==> src/rtl/lppe_pkg.sv <==
// Types and constants shared by the LED pixel pulse encoder modules.
package lppe_pkg;

   localparam int unsigned TICK_W  = 15;
   localparam int unsigned COUNT_W = 16;
   localparam int unsigned DATA_W  = 16;
   localparam int unsigned INDEX_W = 3;
   localparam int unsigned STEP_W  = 6;

   localparam int unsigned QUEUE_DEPTH = 4;
   localparam int unsigned QPTR_W      = $clog2(QUEUE_DEPTH);
   localparam int unsigned QCNT_W      = $clog2(QUEUE_DEPTH + 1);

   // Bit steps per pixel for three and four byte pixels.
   localparam logic [STEP_W-1:0] STEPS_GRB  = 6'd24;
   localparam logic [STEP_W-1:0] STEPS_GRBW = 6'd32;

   // Register indexes on the configuration port.
   localparam logic [INDEX_W-1:0] REG_BYTES_PER_PIXEL = 3'd0;
   localparam logic [INDEX_W-1:0] REG_ZERO_HIGH       = 3'd1;
   localparam logic [INDEX_W-1:0] REG_ZERO_LOW        = 3'd2;
   localparam logic [INDEX_W-1:0] REG_ONE_HIGH        = 3'd3;
   localparam logic [INDEX_W-1:0] REG_ONE_LOW         = 3'd4;
   localparam logic [INDEX_W-1:0] REG_LATCH           = 3'd5;
   localparam logic [INDEX_W-1:0] REG_ITEM_LIMIT      = 3'd6;

   // Register reset values.
   localparam logic [2:0]         RST_BYTES_PER_PIXEL = 3'd3;
   localparam logic [TICK_W-1:0]  RST_ZERO_HIGH       = 15'd8;
   localparam logic [TICK_W-1:0]  RST_ZERO_LOW        = 15'd17;
   localparam logic [TICK_W-1:0]  RST_ONE_HIGH        = 15'd17;
   localparam logic [TICK_W-1:0]  RST_ONE_LOW         = 15'd8;
   localparam logic [TICK_W-1:0]  RST_LATCH           = 15'd1000;
   localparam logic [COUNT_W-1:0] RST_ITEM_LIMIT      = 16'd1024;

   typedef struct packed {
      logic [7:0] byte0;
      logic [7:0] byte1;
      logic [7:0] byte2;
      logic [7:0] byte3;
      logic       last_pixel;
   } pixel_type;

   typedef struct packed {
      logic [TICK_W-1:0] high_ticks;
      logic [TICK_W-1:0] low_ticks;
      logic              bit_value;
      logic              last_item;
   } pulse_type;

   typedef struct packed {
      logic [2:0]         bytes_per_pixel;
      logic [TICK_W-1:0]  zero_high_ticks;
      logic [TICK_W-1:0]  zero_low_ticks;
      logic [TICK_W-1:0]  one_high_ticks;
      logic [TICK_W-1:0]  one_low_ticks;
      logic [TICK_W-1:0]  latch_ticks;
      logic [COUNT_W-1:0] item_limit;
   } cfg_type;

   // One classified step between front and back: a data bit or a frame end.
   typedef struct packed {
      logic bit_value;
      logic frame_end;
   } step_type;

endpackage

==> src/rtl/lppe_queue.sv <==
// Short queue of classified steps between the front and back parts.
module lppe_queue (
   input  logic              clock,
   input  logic              reset,
   input  logic              push,
   input  lppe_pkg::step_type push_data,
   input  logic              pop,
   output logic              full,
   output logic              not_empty,
   output lppe_pkg::step_type head
);

   lppe_pkg::step_type entry_ff [lppe_pkg::QUEUE_DEPTH];

   logic [lppe_pkg::QPTR_W-1:0] wr_ptr_ff, wr_ptr_in;
   logic [lppe_pkg::QPTR_W-1:0] rd_ptr_ff, rd_ptr_in;
   logic [lppe_pkg::QCNT_W-1:0] count_ff, count_in;

   localparam logic [lppe_pkg::QCNT_W-1:0] DEPTH_CNT =
      lppe_pkg::QCNT_W'(lppe_pkg::QUEUE_DEPTH);
   localparam logic [lppe_pkg::QPTR_W-1:0] LAST_PTR =
      lppe_pkg::QPTR_W'(lppe_pkg::QUEUE_DEPTH - 1);

   always_comb begin
      full      = (count_ff == DEPTH_CNT);
      not_empty = (count_ff != '0);
      head      = entry_ff[rd_ptr_ff];

      wr_ptr_in = wr_ptr_ff;
      rd_ptr_in = rd_ptr_ff;
      count_in  = count_ff;
      if (push) begin
         wr_ptr_in = (wr_ptr_ff == LAST_PTR) ? '0 : wr_ptr_ff + 1'b1;
      end
      if (pop) begin
         rd_ptr_in = (rd_ptr_ff == LAST_PTR) ? '0 : rd_ptr_ff + 1'b1;
      end
      if (push && !pop) begin
         count_in = count_ff + 1'b1;
      end else if (pop && !push) begin
         count_in = count_ff - 1'b1;
      end
   end

   always_ff @(posedge clock) begin
      if (reset) begin
         wr_ptr_ff <= '0;
         rd_ptr_ff <= '0;
         count_ff  <= '0;
      end else begin
         wr_ptr_ff <= wr_ptr_in;
         rd_ptr_ff <= rd_ptr_in;
         count_ff  <= count_in;
      end
   end

   always_ff @(posedge clock) begin
      if (push) begin
         entry_ff[wr_ptr_ff] <= push_data;
      end
   end

   a_no_overflow: assert property (@(posedge clock) disable iff (reset)
      !(push && full))
      else $error("queue written while full");

   a_no_underflow: assert property (@(posedge clock) disable iff (reset)
      !(pop && !not_empty))
      else $error("queue read while empty");

endmodule

==> src/rtl/lppe_front.sv <==
// Front part: accepts pixels, walks their bits in send order and applies the item limit.
module lppe_front (
   input  logic               clock,
   input  logic               reset,
   input  lppe_pkg::cfg_type  cfg,
   input  logic               req_valid,
   output logic               req_stall,
   input  lppe_pkg::pixel_type req_data,
   input  logic               q_full,
   output logic               q_push,
   output lppe_pkg::step_type q_data
);

   logic [31:0]                  data_ff, data_in;
   logic [lppe_pkg::STEP_W-1:0]  remain_ff, remain_in;
   logic                         end_ff, end_in;
   logic [lppe_pkg::COUNT_W-1:0] count_ff, count_in;

   logic busy;
   logic step;
   logic bit_step;
   logic last_step;
   logic under_limit;
   logic accept;

   always_comb begin
      busy        = (remain_ff != '0) || end_ff;
      step        = busy && !q_full;
      bit_step    = (remain_ff != '0);
      last_step   = ((remain_ff == lppe_pkg::STEP_W'(1)) && !end_ff) || !bit_step;
      under_limit = (count_ff < cfg.item_limit);
      req_stall   = busy && !(step && last_step);
      accept      = req_valid && !req_stall;

      q_push           = step && (!bit_step || under_limit);
      q_data.bit_value = bit_step ? data_ff[31] : 1'b0;
      q_data.frame_end = !bit_step;

      data_in   = data_ff;
      remain_in = remain_ff;
      end_in    = end_ff;
      count_in  = count_ff;

      if (step) begin
         if (bit_step) begin
            data_in   = {data_ff[30:0], 1'b0};
            remain_in = remain_ff - 1'b1;
            if (under_limit) begin
               count_in = count_ff + 1'b1;
            end
         end else begin
            // frame end: restart the count for the next frame
            end_in   = 1'b0;
            count_in = '0;
         end
      end

      if (accept) begin
         data_in   = {req_data.byte1, req_data.byte0, req_data.byte2, req_data.byte3};
         remain_in = cfg.bytes_per_pixel[2] ? lppe_pkg::STEPS_GRBW : lppe_pkg::STEPS_GRB;
         end_in    = req_data.last_pixel;
      end
   end

   always_ff @(posedge clock) begin
      if (reset) begin
         remain_ff <= '0;
         end_ff    <= 1'b0;
         count_ff  <= '0;
      end else begin
         remain_ff <= remain_in;
         end_ff    <= end_in;
         count_ff  <= count_in;
      end
   end

   always_ff @(posedge clock) begin
      data_ff <= data_in;
   end

   a_accept_busy: assert property (@(posedge clock) disable iff (reset)
      accept |=> (remain_ff == lppe_pkg::STEPS_GRB) || (remain_ff == lppe_pkg::STEPS_GRBW))
      else $error("accepted pixel did not load its bit steps");

endmodule

==> src/rtl/lppe_back.sv <==
// Back part: holds back the newest bit and emits pulse items with current timing.
module lppe_back (
   input  logic               clock,
   input  logic               reset,
   input  lppe_pkg::cfg_type  cfg,
   input  logic               q_not_empty,
   input  lppe_pkg::step_type q_head,
   output logic               q_pop,
   output logic               rsp_valid,
   input  logic               rsp_stall,
   output lppe_pkg::pulse_type rsp_data
);

   logic                held_valid_ff, held_valid_in;
   logic                held_bit_ff, held_bit_in;
   logic                out_valid_ff, out_valid_in;
   lppe_pkg::pulse_type out_ff, out_in;

   logic out_free;
   logic load;

   always_comb begin
      out_free = !out_valid_ff || !rsp_stall;
      // a step with nothing held emits nothing, so it never waits on the output
      q_pop    = q_not_empty && (!held_valid_ff || out_free);
      load     = q_pop && held_valid_ff;

      held_valid_in = held_valid_ff;
      held_bit_in   = held_bit_ff;
      if (q_pop) begin
         if (q_head.frame_end) begin
            held_valid_in = 1'b0;
            held_bit_in   = 1'b0;
         end else begin
            held_valid_in = 1'b1;
            held_bit_in   = q_head.bit_value;
         end
      end

      out_in.bit_value  = held_bit_ff;
      out_in.last_item  = q_head.frame_end;
      out_in.high_ticks = held_bit_ff ? cfg.one_high_ticks : cfg.zero_high_ticks;
      if (q_head.frame_end) begin
         out_in.low_ticks = cfg.latch_ticks;
      end else begin
         out_in.low_ticks = held_bit_ff ? cfg.one_low_ticks : cfg.zero_low_ticks;
      end

      if (load) begin
         out_valid_in = 1'b1;
      end else if (!rsp_stall) begin
         out_valid_in = 1'b0;
      end else begin
         out_valid_in = out_valid_ff;
      end

      rsp_valid = out_valid_ff;
      rsp_data  = out_ff;
   end

   always_ff @(posedge clock) begin
      if (reset) begin
         held_valid_ff <= 1'b0;
         held_bit_ff   <= 1'b0;
         out_valid_ff  <= 1'b0;
      end else begin
         held_valid_ff <= held_valid_in;
         held_bit_ff   <= held_bit_in;
         out_valid_ff  <= out_valid_in;
      end
   end

   always_ff @(posedge clock) begin
      if (load) begin
         out_ff <= out_in;
      end
   end

   a_frame_end_clears: assert property (@(posedge clock) disable iff (reset)
      (q_pop && q_head.frame_end) |=> !held_valid_ff)
      else $error("held item survived a frame end");

   a_emit_shows: assert property (@(posedge clock) disable iff (reset)
      load |=> rsp_valid)
      else $error("emitted item not presented");

endmodule

==> src/rtl/led_pixel_pulse_encoder_unit.sv <==
// Each bit passes the front shift register, the step queue, the held bit and the output register.
// Throughput: one pulse item per cycle while the receiver does not stall and under the item limit.
// The front part's bit walk sets the pace; the back part drains one step a cycle unless stalled.
// The newest item of a frame stays held until the next bit or the frame end releases it.
// Reset (synchronous) restores register defaults, clears the count, queue and held item.
module led_pixel_pulse_encoder_unit (
   input  logic                          clock,
   input  logic                          reset,
   input  logic                          req_valid,
   output logic                          req_stall,
   input  lppe_pkg::pixel_type           req_data,
   output logic                          rsp_valid,
   input  logic                          rsp_stall,
   output lppe_pkg::pulse_type           rsp_data,
   input  logic                          csr_wr_en,
   input  logic [lppe_pkg::INDEX_W-1:0]  csr_index,
   input  logic [lppe_pkg::DATA_W-1:0]   csr_wdata
);

   lppe_pkg::cfg_type  cfg_ff, cfg_in;
   lppe_pkg::step_type push_data;
   lppe_pkg::step_type head;
   logic               push;
   logic               pop;
   logic               full;
   logic               not_empty;

   always_comb begin
      cfg_in = cfg_ff;
      if (csr_wr_en) begin
         case (csr_index)
            lppe_pkg::REG_BYTES_PER_PIXEL: cfg_in.bytes_per_pixel = csr_wdata[2:0];
            lppe_pkg::REG_ZERO_HIGH:       cfg_in.zero_high_ticks = csr_wdata[14:0];
            lppe_pkg::REG_ZERO_LOW:        cfg_in.zero_low_ticks  = csr_wdata[14:0];
            lppe_pkg::REG_ONE_HIGH:        cfg_in.one_high_ticks  = csr_wdata[14:0];
            lppe_pkg::REG_ONE_LOW:         cfg_in.one_low_ticks   = csr_wdata[14:0];
            lppe_pkg::REG_LATCH:           cfg_in.latch_ticks     = csr_wdata[14:0];
            lppe_pkg::REG_ITEM_LIMIT:      cfg_in.item_limit      = csr_wdata;
            default:                       cfg_in = cfg_ff;
         endcase
      end
   end

   always_ff @(posedge clock) begin
      if (reset) begin
         cfg_ff.bytes_per_pixel <= lppe_pkg::RST_BYTES_PER_PIXEL;
         cfg_ff.zero_high_ticks <= lppe_pkg::RST_ZERO_HIGH;
         cfg_ff.zero_low_ticks  <= lppe_pkg::RST_ZERO_LOW;
         cfg_ff.one_high_ticks  <= lppe_pkg::RST_ONE_HIGH;
         cfg_ff.one_low_ticks   <= lppe_pkg::RST_ONE_LOW;
         cfg_ff.latch_ticks     <= lppe_pkg::RST_LATCH;
         cfg_ff.item_limit      <= lppe_pkg::RST_ITEM_LIMIT;
      end else begin
         cfg_ff <= cfg_in;
      end
   end

   lppe_front u_front (
      .clock     (clock),
      .reset     (reset),
      .cfg       (cfg_ff),
      .req_valid (req_valid),
      .req_stall (req_stall),
      .req_data  (req_data),
      .q_full    (full),
      .q_push    (push),
      .q_data    (push_data)
   );

   lppe_queue u_queue (
      .clock     (clock),
      .reset     (reset),
      .push      (push),
      .push_data (push_data),
      .pop       (pop),
      .full      (full),
      .not_empty (not_empty),
      .head      (head)
   );

   lppe_back u_back (
      .clock       (clock),
      .reset       (reset),
      .cfg         (cfg_ff),
      .q_not_empty (not_empty),
      .q_head      (head),
      .q_pop       (pop),
      .rsp_valid   (rsp_valid),
      .rsp_stall   (rsp_stall),
      .rsp_data    (rsp_data)
   );

endmodule

==> config.mk <==
export PLATFORM = sky130hd
export DESIGN_NAME = led_pixel_pulse_encoder_unit
export DESIGN_NICKNAME = d
export VERILOG_FILES = /design/src/rtl/lppe_pkg.sv /design/src/rtl/lppe_queue.sv /design/src/rtl/lppe_front.sv /design/src/rtl/lppe_back.sv /design/src/rtl/led_pixel_pulse_encoder_unit.sv
export SDC_FILE = /design/constraint.sdc
export NUM_CORES = 1
export LEC_CHECK = 0
export ABC_CLOCK_PERIOD_IN_PS = 3000
export BUFFER_PORTS_ARGS = -buffer_cell sky130_fd_sc_hd__buf_4
export CAP_MARGIN = 25
export CORE_AREA = 2 2 153 155
export CTS_CLUSTER_DIAMETER = 50
export DETAILED_ROUTE_END_ITERATION = 6
export DIE_AREA = 0 0 155 157
export PLACE_DENSITY = 0.56
export SKIP_CTS_REPAIR_TIMING = 1
export SYNTH_ARGS = -nofsm -noshare
export SYNTH_HDL_FRONTEND = slang
export SYNTH_SLANG_ARGS = --single-unit
==> constraint.sdc <==
create_clock -name clock -period 3 [get_ports clock]
set_clock_uncertainty 0.05 [all_clocks]
set_input_delay 0.45 -clock clock [delete_from_list [all_inputs] [get_ports clock]]
set_output_delay 0.45 -clock clock [all_outputs]
set_load 0.05 [all_outputs]
==> metrics <==
status complete, no violations; vias in the first global route 6202; Cell Area, Synth 0.00853 mm²; Tcrit/Tclk final 0.993; # rows 55; Nets 1096; PwrDens 873 mW/mm²; largest net degree at the start of global routing between 60 and 70; synthesized net count 1005; Seq cells post-synth between 150 and 200; gr usage total 0.166; aggregate global routing overflow 0; Yosys top cell by area dfxtp_1; Via density 4.93; VDD IR max roughly 0.00043 V; Slew HR 0.515; Final Core Density 0.457; Crit Path Category reg2reg; placed cell area 0.00958 mm²; dpl hpwl 13000 µm; Ports 91; CTS root buffer clkbuf_16; RSZ-0062 raised after global routing yes; final setup TNS 0 ns; Layout fillers 2165; die area roughly 0.024 mm²; Slowest cell on crit path or4_4; number of antenna violations at the first check in global routing 0; ys flop type dfxtp_1; unique cell type count in the Yosys netlist 57; Area growth syn-to-layout 20.6%; vias about 6500; Final ANT Viol Nets 0; number of remaining DRC errors 0; Tmin final about 3.0 ns; crit-path max cell delay 0.56 ns; Die W 155 µm; fmax about 340 MHz; total power around 0.009 W; first-pass GRT wire length roughly 32000 µm; layout cells sized above 1 0.196; Seq/Total Area, Yosys 0.551; height of the die 157 µm; MaxCap Viol Count 0; top post-synthesis cells by area dfxtp_1 30%, edfxtp_1 25%, nand2_1 14%; WP data required ~3.3 ns; DR iter-0 viols around 400; number of diodes 0; Async S/R FF share, synth 0; Worst Setup End Kind flop; WL/cell 15.1 µm; I/O Buffers 90; top cell type's share of synthesized area 0.298; final setup violation count 0; Worst-Margin Slew 0.726 ns; clock slew at reported path FFs ~0.08 ns; Post-synth EDFFs 72; Post-Synthesis Cells 923; Initial Util 0.379; Clock Latency Late Sink 0.44 ns; Ys Warns 0; Design Area, Final 0.0103 mm²; Avg Cell Area, Syn between 9 and 10 µm²; total CTS buffers 17; Final Routed Wirelength 19900 µm; CTS tree yes; CP Cell Sequence inv_2 > ha_4 > nand4_1 > or4_4 > o32a_4 > a21o_4 > ha_4 > inv_2 > fa_2 > xor2_1 > or3_1 > a21oi_2; Slew Limit Fails 0; Routability Congestion 0.823; Clock Path Buffers 2; P_leak 3.95 nW; CTS H-tree lvls 4; Critical Path Fanout Max 2; CORE AREA 0.0225 mm²; TritonRoute pass-1 iters 5; Hold Vio Cnt, Final 0; Hold Path Class in2reg; CP arrival between 3 and 4 ns; Clock Sinks roughly 200; Startpoint Class flop
-- where the power goes --
part           internal [W]  switching [W]
logic               0.00101        0.00186
registers           0.00358       0.000215
clock network       0.00117        0.00116
total               0.00576        0.00323
-- layout by cell type, fill, tap and decap left out, types with 4 or more instances in the layout --
master	instances
nor2b_1	4
clkinv_8	5
o31ai_1	10
nand2_1	312
nor2_1	27
nor3_1	9
dfxtp_2	4
and2_1	11
o21ai_0	24
nand3b_1	13
nand4_1	8
nand2b_1	7
and3_1	4
edfxtp_1	72
dfxtp_1	123
xor2_1	6
mux2i_1	18
nand3_1	13
inv_2	5
mux2_2	15
inv_1	24
ha_1	19
a21oi_1	89
o21ai_2	6
ha_4	5
buf_4	119
clkbuf_16	18
-- area by class of cell --
class,count,area (µm²),share of cell area
well taps,285,357,0.0346
multi-input cells,647,3600,0.350
inverters,30,125,0.0122
flip-flops and latches,199,4710,0.458
clock inverters,14,159,0.0154
repair buffers,119,893,0.0868
clock buffers,18,450,0.0438
-- metrics by stage --
step	std cells	setup slack, ns	hold slack (ns)
2_1_floorplan	923	0.0386	0.356
4_1_cts	1311	-0.0634	0.190
6_report	1312	0.0220	0.207
3_5_place_dp	1279	0.00837	0.395
5_1_grt	1312	-0.0802	0.194
3_3_place_gp	1279	0.0814	0.390
-- Yosys cell counts (11+ instances only) --
master,count
a21oi_1,91
and2_1,11
clkbuf_1,36
dfxtp_1,127
edfxtp_1,72
ha_1,24
inv_1,29
mux2_2,15
mux2i_1,18
nand2_1,313
nand3_1,13
nand3b_1,13
nor2_1,27
o21ai_0,24
-- state kept, by name (all words and copies together), names as in the netlist, 2 cells and up, named ones only --
name and flops:
u_queue.rd_ptr_ff 2, u_front.count_ff 16, u_front.data_ff 32, cfg_ff 92, u_queue.count_ff 3, u_queue.wr_ptr_ff 2
u_front.remain_ff 6, u_queue.entry_ff 8, u_back.rsp_data 32
-- layer usage --
layer / wire length (µm) / GRT usage / vias up / part of all wire
met4: 180 / 0.0560 / 0 / 0.0091
met2: 9630 / 0.277 / 118 / 0.48
met1: 9310 / 0.215 / 3031 / 0.47
met5: 0 / 0 / - / 0
met3: 743 / 0.0333 / 9 / 0.037
li1: - / - / 3309 / -
-- worst paths after layout --
| kind | from | end | slack [ns] | cells past startpoint |
|---|---|---|---|---|
| hold reg to reg | cfg_ff[81] | cfg_ff[81] | 0.40 | 2 |
| setup reg to reg | cfg_ff[9] | u_queue.count_ff[2] | 0.02 | 12 |
| setup / recovery | cfg_ff[9] | u_queue.count_ff[2] | 0.02 | 12 |
| hold / removal | rsp_stall | u_back.rsp_valid | 0.21 | 3 |
-- logic make-up after synthesis --
| group | count (synthesis) | share of synthesized area |
|---|---|---|
| multiplexers | 35 | 0.0462 |
| flip-flops | 199 | 0.551 |
| AO/OA/AOI/OAI | 158 | 0.108 |
| adder cells (fa/ha/maj) | 25 | 0.0375 |
| buffers and inverters | 77 | 0.0390 |
| XOR/XNOR | 8 | 0.00821 |
| AND/OR/NAND/NOR | 421 | 0.210 |
-- critical path, delay by kind of cell (launching register included) --
kind / cells / cell delay [ns]
AND/OR/NAND/NOR: 3 / 1.04
AO/OA/AOI/OAI: 3 / 0.68
adder cells (fa/ha/maj): 3 / 0.62
flip-flops: 1 / 0.34
buffers and inverters: 2 / 0.10
XOR/XNOR: 1 / 0.07
(Power assumes the default switching activity.)
